$ cat config.mk
export PLATFORM = sky130hd
export DESIGN_NAME = elgamal_sign_verify
export DESIGN_NICKNAME = d
export VERILOG_FILES = /design/src/hdl/esv_pkg.sv /design/src/hdl/esv_serial_unit.sv /design/src/hdl/elgamal_sign_verify.sv
export SDC_FILE = /design/constraint.sdc
export NUM_CORES = 2
export LEC_CHECK = 0
export BUFFER_PORTS_ARGS = -buffer_cell sky130_fd_sc_hd__buf_2
export CAP_MARGIN = 15
export CORE_AREA = 2 2 366 368
export CTS_CLUSTER_DIAMETER = 120
export CTS_CLUSTER_SIZE = 24
export DETAILED_ROUTE_END_ITERATION = 12
export DIE_AREA = 0 0 368 370
export PLACE_DENSITY = 0.66
export SETUP_SLACK_MARGIN = 0.15
export SLEW_MARGIN = 20
export SYNTH_ARGS = -nofsm -noshare
export SYNTH_HDL_FRONTEND = slang
export SYNTH_SLANG_ARGS = --single-unit
$ cat constraint.sdc
create_clock -name clock -period 7 [get_ports clock]
set_input_delay 1.05 -clock clock [delete_from_list [all_inputs] [get_ports clock]]
set_output_delay 1.05 -clock clock [all_outputs]
set_load 0.02 [all_outputs]
$ cat src/hdl/esv_pkg.sv
// Shared types and constants for the ElGamal signature engine.
`timescale 1ns / 1ps
package esv_pkg;

   // Sequencer states of the top level.
   typedef enum logic [4:0] {
      S_IDLE,
      S_CHECK,
      S_INV_RED,
      S_INV_TEST,
      S_INV_DIV,
      S_INV_MUL,
      S_POW_RED,
      S_POW_STEP,
      S_POW_ACC,
      S_POW_SQ,
      S_S_X1,
      S_S_A,
      S_S_D,
      S_S_B,
      S_S_O2,
      S_V_E2,
      S_V_V1,
      S_V_PA,
      S_V_PB,
      S_V_CMP,
      S_RESP
   } seq_state_type;

   // States of the serial arithmetic unit.
   typedef enum logic [1:0] {
      U_IDLE,
      U_MUL,
      U_DIV,
      U_DONE
   } unit_state_type;

   typedef enum logic {
      OP_MUL,
      OP_DIV
   } unit_op_type;

   typedef struct packed {
      logic        start;
      unit_op_type op;
   } unit_cmd_type;

   localparam logic [2:0] ST_SIGNED = 3'd0;
   localparam logic [2:0] ST_ACCEPT = 3'd1;
   localparam logic [2:0] ST_DENY   = 3'd2;
   localparam logic [2:0] ST_RANGE  = 3'd3;
   localparam logic [2:0] ST_NONCE  = 3'd4;

   localparam logic OPC_SIGN   = 1'b0;
   localparam logic OPC_VERIFY = 1'b1;

   localparam logic [1:0] CSR_MODULUS   = 2'd0;
   localparam logic [1:0] CSR_GENERATOR = 2'd1;
   localparam logic [1:0] CSR_PRIV_EXP  = 2'd2;
   localparam logic [1:0] CSR_NONCE     = 2'd3;

   localparam logic [31:0] RST_MODULUS   = 32'd2147483647;
   localparam logic [31:0] RST_GENERATOR = 32'd2;
   localparam logic [31:0] RST_PRIV_EXP  = 32'd127;
   localparam logic [31:0] RST_NONCE     = 32'd307;

endpackage

$ cat src/hdl/esv_serial_unit.sv
// Bit-serial modular multiplier and restoring divider shared by the sequencer.
`timescale 1ns / 1ps
module esv_serial_unit #(
   parameter int N = 32
) (
   input  logic                 clock,
   input  logic                 reset,
   input  esv_pkg::unit_cmd_type cmd,
   input  logic [N-1:0]         opa,
   input  logic [N-1:0]         opb,
   input  logic [N-1:0]         opm,
   output logic                 done,
   output logic [N-1:0]         res,
   output logic [N-1:0]         quo
);
   import esv_pkg::*;

   localparam int CW = $clog2(N + 1);

   unit_state_type state_ff, state_in;
   logic [N-1:0]   acc_ff, x_ff, y_ff, m_ff;
   logic [CW-1:0]  cnt_ff;

   logic [N:0]     acc_sum, x_sum, rem_sh;
   logic [N-1:0]   acc_add, x_add;
   logic           rem_ge;

   // modular add: operands stay below the modulus
   always_comb begin
      acc_sum = {1'b0, acc_ff} + {1'b0, x_ff};
      x_sum   = {1'b0, x_ff} + {1'b0, x_ff};
      acc_add = (acc_sum >= {1'b0, m_ff}) ? acc_sum[N-1:0] - m_ff : acc_sum[N-1:0];
      x_add   = (x_sum >= {1'b0, m_ff}) ? x_sum[N-1:0] - m_ff : x_sum[N-1:0];
      rem_sh  = {acc_ff, y_ff[N-1]};
      rem_ge  = (rem_sh >= {1'b0, m_ff});
   end

   always_comb begin
      state_in = state_ff;
      case (state_ff)
         U_IDLE, U_DONE: begin
            if (cmd.start) state_in = (cmd.op == OP_MUL) ? U_MUL : U_DIV;
            else state_in = U_IDLE;
         end
         U_MUL: begin
            if (y_ff == '0) state_in = U_DONE;
         end
         U_DIV: begin
            if (cnt_ff == CW'(1)) state_in = U_DONE;
         end
         default: state_in = U_IDLE;
      endcase
   end

   always_comb begin
      done = (state_ff == U_DONE);
      res  = acc_ff;
      quo  = y_ff;
   end

   always_ff @(posedge clock) begin
      if (reset) begin
         state_ff <= U_IDLE;
      end else begin
         state_ff <= state_in;
      end
   end

   always_ff @(posedge clock) begin
      case (state_ff)
         U_IDLE, U_DONE: begin
            if (cmd.start) begin
               acc_ff <= '0;
               if (cmd.op == OP_MUL) begin
                  x_ff <= opa;
                  y_ff <= opb;
                  m_ff <= opm;
               end else begin
                  y_ff <= opa;
                  m_ff <= opb;
               end
               cnt_ff <= CW'(N);
            end
         end
         U_MUL: begin
            if (y_ff != '0) begin
               if (y_ff[0]) acc_ff <= acc_add;
               x_ff <= x_add;
               y_ff <= {1'b0, y_ff[N-1:1]};
            end
         end
         U_DIV: begin
            acc_ff <= rem_ge ? rem_sh[N-1:0] - m_ff : rem_sh[N-1:0];
            y_ff   <= {y_ff[N-2:0], rem_ge};
            cnt_ff <= cnt_ff - CW'(1);
         end
         default: ;
      endcase
   end

endmodule

$ cat src/hdl/elgamal_sign_verify.sv
// Top level of the ElGamal signature engine: sequencer, operand registers, ports.
`timescale 1ns / 1ps
// ElGamal sign and verify engine over the group of integers modulo a prime p.
// A sign word (opcode 0) returns s1 = g^r mod p and s2 = (M - d*s1) * r^-1
// mod (p-1) with status 0, or status 4 when r has no inverse mod p-1 (or p
// is below three). A verify word (opcode 1) range-checks (s1, s2), answering
// status 3 on failure, and otherwise answers 1 or 2 depending on whether
// g^M equals (g^d)^s1 * s1^s2 mod p. Exactly one result word follows each
// request word; out_first and out_second are zero except after a good sign.
// Items are handled one at a time. All arithmetic runs through a single
// bit-serial unit: a modular multiply handles one multiplier bit per cycle
// and a remainder one quotient bit per cycle. A verify takes four
// exponentiations, a sign extended Euclid on the nonce, one exponentiation
// and two multiplies. Configuration registers are written through the csr_
// port, which is always ready; write them only while no request is in flight.
module elgamal_sign_verify #(
   parameter int MOD_BITS = 32
) (
   input  logic        clock,
   input  logic        reset,
   // request channel
   input  logic        req_valid,
   output logic        req_ready,
   input  logic        req_opcode,
   input  logic [31:0] req_message,
   input  logic [31:0] req_sig_first,
   input  logic [31:0] req_sig_second,
   // result channel
   output logic        rsp_valid,
   input  logic        rsp_ready,
   output logic [2:0]  rsp_status,
   output logic [31:0] rsp_out_first,
   output logic [31:0] rsp_out_second,
   // configuration channel
   input  logic        csr_valid,
   output logic        csr_ready,
   input  logic [1:0]  csr_index,
   input  logic [31:0] csr_wdata
);
   import esv_pkg::*;

   localparam int N = MOD_BITS;

   // Fit a 32-bit word to the internal width (truncate or zero-extend).
   function automatic logic [N-1:0] fit_in(input logic [31:0] v);
      logic [N+31:0] e;
      e = {{N{1'b0}}, v};
      return e[N-1:0];
   endfunction

   // Fit an internal value to a 32-bit result field.
   function automatic logic [31:0] fit_out(input logic [N-1:0] v);
      logic [N+31:0] e;
      e = {32'd0, v};
      return e[31:0];
   endfunction

   // (a - b) mod m with a, b below m
   function automatic logic [N-1:0] sub_mod(input logic [N-1:0] a, input logic [N-1:0] b,
                                            input logic [N-1:0] m);
      return (a >= b) ? a - b : a + (m - b);
   endfunction

   // Configuration registers.
   logic [N-1:0] modulus_ff, generator_ff, priv_exp_ff, nonce_ff;

   // Request capture.
   logic         op_ff;
   logic [N-1:0] msg_ff, s1_ff, s2_ff;

   // Working registers.
   seq_state_type state_ff, state_in, ret_ff;
   logic [N-1:0]  pm1_ff;
   logic [N-1:0]  base_ff, exp_ff, acc_ff;
   logic [N-1:0]  r0_ff, r1_ff, t0_ff, t1_ff, rinv_ff;
   logic [N-1:0]  x1_ff, a_ff, e2_ff, v1_ff, pa_ff;

   // Result registers.
   logic [2:0]    status_ff;
   logic [N-1:0]  first_ff, second_ff;

   // Serial unit interface.
   unit_cmd_type  unit_cmd;
   logic [N-1:0]  unit_a, unit_b, unit_m;
   logic          unit_done;
   logic [N-1:0]  unit_res, unit_quo;

   // Derived values.
   logic          p_small, range_bad;
   logic [N-1:0]  p_m1, qm, xm;

   always_comb begin
      p_small   = (modulus_ff < N'(3));
      p_m1      = modulus_ff - N'(1);
      range_bad = p_small || (s1_ff == '0) || (s1_ff >= modulus_ff) ||
                  (s2_ff == '0) || (s2_ff >= p_m1);
      // quotient never exceeds p-1, so one subtract reduces it
      qm        = (unit_quo >= pm1_ff) ? unit_quo - pm1_ff : unit_quo;
      // s1 is below p, so one subtract reduces it mod p-1
      xm        = (x1_ff >= pm1_ff) ? x1_ff - pm1_ff : x1_ff;
   end

   esv_serial_unit #(
      .N(N)
   ) u_unit (
      .clock (clock),
      .reset (reset),
      .cmd   (unit_cmd),
      .opa   (unit_a),
      .opb   (unit_b),
      .opm   (unit_m),
      .done  (unit_done),
      .res   (unit_res),
      .quo   (unit_quo)
   );

   // Next state.
   always_comb begin
      state_in = state_ff;
      case (state_ff)
         S_IDLE: begin
            if (req_valid) state_in = S_CHECK;
         end
         S_CHECK: begin
            if (op_ff == OPC_SIGN) state_in = p_small ? S_RESP : S_INV_RED;
            else state_in = range_bad ? S_RESP : S_POW_RED;
         end
         S_INV_RED: begin
            if (unit_done) state_in = S_INV_TEST;
         end
         S_INV_TEST: begin
            if (r1_ff != '0) state_in = S_INV_DIV;
            else if (r0_ff == N'(1)) state_in = S_POW_RED;
            else state_in = S_RESP;
         end
         S_INV_DIV: begin
            if (unit_done) state_in = S_INV_MUL;
         end
         S_INV_MUL: begin
            if (unit_done) state_in = S_INV_TEST;
         end
         S_POW_RED: begin
            if (unit_done) state_in = S_POW_STEP;
         end
         S_POW_STEP: begin
            if (exp_ff == '0) state_in = ret_ff;
            else if (exp_ff[0]) state_in = S_POW_ACC;
            else state_in = S_POW_SQ;
         end
         S_POW_ACC: begin
            if (unit_done) state_in = S_POW_SQ;
         end
         S_POW_SQ: begin
            if (unit_done) state_in = S_POW_STEP;
         end
         S_S_X1: state_in = S_S_A;
         S_S_A: begin
            if (unit_done) state_in = S_S_D;
         end
         S_S_D: begin
            if (unit_done) state_in = S_S_B;
         end
         S_S_B: begin
            if (unit_done) state_in = S_S_O2;
         end
         S_S_O2: begin
            if (unit_done) state_in = S_RESP;
         end
         S_V_E2, S_V_V1, S_V_PA: state_in = S_POW_RED;
         S_V_PB: state_in = S_V_CMP;
         S_V_CMP: begin
            if (unit_done) state_in = S_RESP;
         end
         S_RESP: begin
            if (rsp_ready) state_in = S_IDLE;
         end
         default: state_in = S_IDLE;
      endcase
   end

   // Outputs: handshakes and serial unit launches.
   always_comb begin
      req_ready      = (state_ff == S_IDLE);
      rsp_valid      = (state_ff == S_RESP);
      csr_ready      = 1'b1;
      rsp_status     = status_ff;
      rsp_out_first  = fit_out(first_ff);
      rsp_out_second = fit_out(second_ff);
      unit_cmd.start = 1'b0;
      unit_cmd.op    = OP_MUL;
      unit_a         = '0;
      unit_b         = '0;
      unit_m         = modulus_ff;
      case (state_ff)
         S_CHECK: begin
            if (op_ff == OPC_SIGN && !p_small) begin
               // reduce the nonce mod p-1 to seed Euclid
               unit_cmd = '{start: 1'b1, op: OP_DIV};
               unit_a   = nonce_ff;
               unit_b   = p_m1;
            end else if (op_ff == OPC_VERIFY && !range_bad) begin
               unit_cmd = '{start: 1'b1, op: OP_DIV};
               unit_a   = generator_ff;
               unit_b   = modulus_ff;
            end
         end
         S_INV_TEST: begin
            if (r1_ff != '0) begin
               unit_cmd = '{start: 1'b1, op: OP_DIV};
               unit_a   = r0_ff;
               unit_b   = r1_ff;
            end else if (r0_ff == N'(1)) begin
               unit_cmd = '{start: 1'b1, op: OP_DIV};
               unit_a   = generator_ff;
               unit_b   = modulus_ff;
            end
         end
         S_INV_DIV: begin
            if (unit_done) begin
               unit_cmd = '{start: 1'b1, op: OP_MUL};
               unit_a   = qm;
               unit_b   = t1_ff;
               unit_m   = pm1_ff;
            end
         end
         S_POW_STEP: begin
            if (exp_ff != '0) begin
               unit_cmd = '{start: 1'b1, op: OP_MUL};
               unit_a   = exp_ff[0] ? acc_ff : base_ff;
               unit_b   = base_ff;
            end
         end
         S_POW_ACC: begin
            if (unit_done) begin
               unit_cmd = '{start: 1'b1, op: OP_MUL};
               unit_a   = base_ff;
               unit_b   = base_ff;
            end
         end
         S_S_X1: begin
            unit_cmd = '{start: 1'b1, op: OP_DIV};
            unit_a   = msg_ff;
            unit_b   = pm1_ff;
         end
         S_S_A: begin
            if (unit_done) begin
               unit_cmd = '{start: 1'b1, op: OP_DIV};
               unit_a   = priv_exp_ff;
               unit_b   = pm1_ff;
            end
         end
         S_S_D: begin
            if (unit_done) begin
               unit_cmd = '{start: 1'b1, op: OP_MUL};
               unit_a   = unit_res;
               unit_b   = xm;
               unit_m   = pm1_ff;
            end
         end
         S_S_B: begin
            if (unit_done) begin
               unit_cmd = '{start: 1'b1, op: OP_MUL};
               unit_a   = sub_mod(a_ff, unit_res, pm1_ff);
               unit_b   = rinv_ff;
               unit_m   = pm1_ff;
            end
         end
         S_V_E2: begin
            unit_cmd = '{start: 1'b1, op: OP_DIV};
            unit_a   = generator_ff;
            unit_b   = modulus_ff;
         end
         S_V_V1: begin
            unit_cmd = '{start: 1'b1, op: OP_DIV};
            unit_a   = e2_ff;
            unit_b   = modulus_ff;
         end
         S_V_PA: begin
            unit_cmd = '{start: 1'b1, op: OP_DIV};
            unit_a   = s1_ff;
            unit_b   = modulus_ff;
         end
         S_V_PB: begin
            unit_cmd = '{start: 1'b1, op: OP_MUL};
            unit_a   = pa_ff;
            unit_b   = acc_ff;
         end
         default: ;
      endcase
   end

   // Control state and configuration registers.
   always_ff @(posedge clock) begin
      if (reset) begin
         state_ff     <= S_IDLE;
         modulus_ff   <= fit_in(RST_MODULUS);
         generator_ff <= fit_in(RST_GENERATOR);
         priv_exp_ff  <= fit_in(RST_PRIV_EXP);
         nonce_ff     <= fit_in(RST_NONCE);
      end else begin
         state_ff <= state_in;
         if (csr_valid && csr_ready) begin
            case (csr_index)
               CSR_MODULUS:   modulus_ff   <= fit_in(csr_wdata);
               CSR_GENERATOR: generator_ff <= fit_in(csr_wdata);
               CSR_PRIV_EXP:  priv_exp_ff  <= fit_in(csr_wdata);
               CSR_NONCE:     nonce_ff     <= fit_in(csr_wdata);
               default: ;
            endcase
         end
      end
   end

   // Datapath registers.
   always_ff @(posedge clock) begin
      case (state_ff)
         S_IDLE: begin
            if (req_valid) begin
               op_ff  <= req_opcode;
               msg_ff <= fit_in(req_message);
               s1_ff  <= fit_in(req_sig_first);
               s2_ff  <= fit_in(req_sig_second);
            end
         end
         S_CHECK: begin
            pm1_ff    <= p_m1;
            first_ff  <= '0;
            second_ff <= '0;
            if (op_ff == OPC_SIGN) begin
               status_ff <= ST_NONCE;
            end else begin
               status_ff <= ST_RANGE;
               exp_ff    <= priv_exp_ff;
               ret_ff    <= S_V_E2;
            end
         end
         S_INV_RED: begin
            if (unit_done) begin
               r0_ff <= pm1_ff;
               r1_ff <= unit_res;
               t0_ff <= '0;
               t1_ff <= N'(1);
            end
         end
         S_INV_TEST: begin
            if (r1_ff == '0) begin
               rinv_ff <= t0_ff;
               exp_ff  <= nonce_ff;
               ret_ff  <= S_S_X1;
            end
         end
         S_INV_DIV: begin
            if (unit_done) begin
               r0_ff <= r1_ff;
               r1_ff <= unit_res;
            end
         end
         S_INV_MUL: begin
            if (unit_done) begin
               t0_ff <= t1_ff;
               t1_ff <= sub_mod(t0_ff, unit_res, pm1_ff);
            end
         end
         S_POW_RED: begin
            if (unit_done) begin
               base_ff <= unit_res;
               acc_ff  <= N'(1);
            end
         end
         S_POW_ACC: begin
            if (unit_done) acc_ff <= unit_res;
         end
         S_POW_SQ: begin
            if (unit_done) begin
               base_ff <= unit_res;
               exp_ff  <= {1'b0, exp_ff[N-1:1]};
            end
         end
         S_S_X1: x1_ff <= acc_ff;
         S_S_A: begin
            if (unit_done) a_ff <= unit_res;
         end
         S_S_O2: begin
            if (unit_done) begin
               status_ff <= ST_SIGNED;
               first_ff  <= x1_ff;
               second_ff <= unit_res;
            end
         end
         S_V_E2: begin
            e2_ff  <= acc_ff;
            exp_ff <= msg_ff;
            ret_ff <= S_V_V1;
         end
         S_V_V1: begin
            v1_ff  <= acc_ff;
            exp_ff <= s1_ff;
            ret_ff <= S_V_PA;
         end
         S_V_PA: begin
            pa_ff  <= acc_ff;
            exp_ff <= s2_ff;
            ret_ff <= S_V_PB;
         end
         S_V_CMP: begin
            if (unit_done) status_ff <= (unit_res == v1_ff) ? ST_ACCEPT : ST_DENY;
         end
         default: ;
      endcase
   end

   // Never take a request while a result is still offered.
   a_ready_excl: assert property (@(posedge clock) disable iff (reset)
      req_ready |-> !rsp_valid)
      else $error("request taken while result pending");

   // Only a good sign carries signature words.
   a_zero_outs: assert property (@(posedge clock) disable iff (reset)
      rsp_valid && (rsp_status != ST_SIGNED) |-> (rsp_out_first == 32'd0) &&
      (rsp_out_second == 32'd0))
      else $error("nonzero signature on non-sign status");

   // Status codes stay within the defined set.
   a_status_code: assert property (@(posedge clock) disable iff (reset)
      rsp_valid |-> (rsp_status <= ST_NONCE))
      else $error("undefined status code");

   // Launch no arithmetic while idle.
   a_idle_quiet: assert property (@(posedge clock) disable iff (reset)
      (state_ff == S_IDLE) |-> !unit_cmd.start)
      else $error("arithmetic launched while idle");

   // A request is always followed by its check step.
   a_accept_check: assert property (@(posedge clock) disable iff (reset)
      req_valid && req_ready |=> (state_ff == S_CHECK))
      else $error("accepted request skipped check");

endmodule

==> results.tsv <==
metric	value	unit
status	complete, no violations	
seqCellArea	25300	sq um
drcViolationCount	0	
final_common_cell	edfxtp_1	
cts_root_buffer	clkbuf_16	
ir_drop	361	uV
multiInputGateArea	32200	sq um
drive_gt1_share	9.98	%
min_path_type	register to register	
place_hpwl	246000	um
grt_pass1_wl	424000	um
dieArea	136000	sq um
r2r_start	u_unit.res[1]	
drt_iter0_markers	9037	
period_needed	6.55	ns
clock_skew	0.0691	ns
syn_area_per_cell	9.74	sq um
power.density	600	nW/um^2
r2r_setup_slack	0.45	ns
reg2reg_to	u_unit.res[23]	
synth.area.mux_share	2.53	%
finalNetCount	6829	
final_antenna_net_count	0	
die_x	368	um
synthFlopType	edfxtp_1	
grt_max_degree	98	
initial_core_util	44.7	%
ys_seq_area_share	42.6	%
max-slew-margin-rel	7.38	%
use_met3	14.7	%
rsz0062_at_grt	false	
cp_top_family	compound AO/OA/AOI/OAI gates	
cts_tree	done	
slowest_stage	a221oi_4	
ys_types	103	
path_max_fanout	10	
start_kind	register	
synth_fp_nets	6657	
num_rows	134	
clk_pin_slew	0.11	ns
numCtsBuffers	45	
max-cap-violations	0	
gr-usage-all-layers	44.7	%
cp_num_buf_inv	2	
grtUsageMet2	63.7	%
worst_ep_arrival_time	6.98	ns
ioPinCount	206	
synth_edf_count	751	
hold_end	generator_ff[3]	
cpPeakStageDelay	0.71	ns
yosysWarnings	0	
worstHoldStart	generator_ff[3]	
placedCellCount	7978	
path_cells	ha_1 > a21o_1 > a21oi_1 > o41ai_1 > buf_4 > a2bb2oi_1 > o21ai_0 > or2_2 > a21oi_1 > xnor2_1 > ha_1 > or2_2 > a311oi_1 > nor2_1 > a211oi_2 > buf_4 > o21ai_1 > a221oi_4 > nor2_1 > a221o_1	
p_leak	0.0243	uW
hold_viol_final	0	
synth_cells	6087	
area_growth_syn_to_layout	9.29	%
final_cell_mix	751 x edfxtp_1, 609 x a21oi_1, 475 x nand2_1, 459 x nor2_1, 422 x ha_1	
gp_congestion	1.09	
finalNonFillerCells	8082	
slew_viol_final	0	
ff2ff_path_depth	20	
cts_max_level	2	
synth_compound_area_share	23.0	%
cts_resized	0	
viasPerCell	7.00	
met1_usage	57.3	%
antenna_found_initial	55	
wl	313000	um
max_freq	0.153	GHz
worst_pin_slew	1.39	ns
num_vias	56500	
synth_async_sr_flop_share	0	%
synthXorXnorAreaFrac	5.16	%
cts_buffer_depth	3	
clk_latency	0.74	ns
synthAdderAreaFrac	9.30	%
required	7.44	ns
tns	0	ns
worstSetupEndpointType	register	
fillers	12600	
clkSinkCount	886	
drtPass1Iterations	7	
setup_violations	0	
synth-simple-area-share	13.7	%
coreArea	132000	sq um
synth-seq-cells	886	
grt.overflow.total	0	
busiest_layer	met2	
avgRoutedWirePerCell	38.8	um
min_period_over_period	93.5	%
die_h	370	um
synth_area	59300	sq um
hold_path_depth	2	
grt_pass1_vias	51400	
worstSetupPathType	register to register	
portBuffers	204	
synth_top_family_by_area	compound AO/OA/AOI/OAI gates	
## worst register-to-register path, delay by kind of cell (launching register included)
kind | cells | cell delay (ns)
adders and majority gates | 2 | 0.73
and+or+nand+nor | 4 | 1.20
AOI/OAI and AO/OA | 11 | 3.23
buffers and inverters | 2 | 0.33
DFF | 1 | 0.61
xor gates and xnor gates | 1 | 0.21
## power breakdown
part	switching, uW	leakage [uW]	total [uW]	internal [uW]
sequential	1260	0.00762	8460	7200
clock	1990	0.000679	3330	1340
combinational	17700	0.0160	27100	9380
total	20900	0.0243	38900	17900
## timing repair
action                                  CTS  global route
endpoints found under the setup margin    0             9
endpoints found under the hold margin     0             0
buffers inserted                          0             2
hold buffers                              0             0
## cells in the mapped netlist (46+ instances only)
cell type  count  area, sq um
a211o_1       49          429
a211oi_1      74          556
a21o_1       155         1160
a21oi_1      612         3060
a221o_1       79          791
a221oi_1      82          718
a22oi_1      157         1180
and2_1        88          551
and3_1        53          332
clkbuf_1     204          766
dfxtp_1      135         2700
edfxtp_1     751        22600
ha_1         423         5290
inv_1        261          980
mux2i_1      108         1080
nand2_1      477         1790
nand2b_1      53          332
nand3_1      126          631
nand4_1       71          444
nor2_1       468         1760
nor2b_1       46          288
nor3_1       116          581
nor4_1        73          457
o211ai_1      48          360
o21a_1        53          398
o21ai_0      294         1470
o22ai_1       47          294
xnor2_1      208         1820
xor2_1       141         1230
## cell families (layout without fill, tap and decap cells)
logic type,count (synthesis),in the layout
mux,145,145
simple gates,1696,1696
fa+ha+maj,434,434
flops,886,886
other cells,1,23
compound gates,2027,2027
buf+inv,549,754
xor+xnor,349,349
## area by class of cell
class	instances	share of cell area (%)
clock buffer	68	1.90
timing repair buffer	411	4.08
inverter	263	1.52
antenna	22	0.0850
clock inverter	12	0.311
sequential	886	39.0
tap	1768	3.42
multi-input combinational	4652	49.7
## worst max-delay path by stage
stage | cells after the start | slack, ns | end | start
floorplan | 19 | 0.19 | u_unit.x_ff[0] | modulus_ff[0]
global placement | 19 | 0.67 | u_unit.res[23] | u_unit.res[0]
detailed placement | 20 | 0.58 | u_unit.res[23] | u_unit.res[5]
CTS | 20 | 0.52 | u_unit.res[23] | u_unit.res[5]
global route | 20 | 0.20 | u_unit.res[28] | u_unit.res[0]
finish | 20 | 0.45 | u_unit.res[23] | u_unit.res[1]
## metrics by stage
step	cell area [sq um]	util, %	hold slack (ns)	setup slack [ns]	total power (uW)
finish	64800	48.9	0.472	0.454	38900
global route	64700	48.9	0.494	0.197	40600
CTS	64700	48.8	0.470	0.517	37800
detailed placement	63200	47.8	0.456	0.580	34400
global placement	63200	47.8	0.450	0.666	34500
floorplan	59300	-	0.436	0.191	25000
## metal layers
metal,share of wire (%),up-vias
li1,-,23600
met1,38,27900
met2,41,4176
met3,13,876
met4,8.2,16
met5,0.073,-
Note: power is estimated with default switching activity, not from simulation.
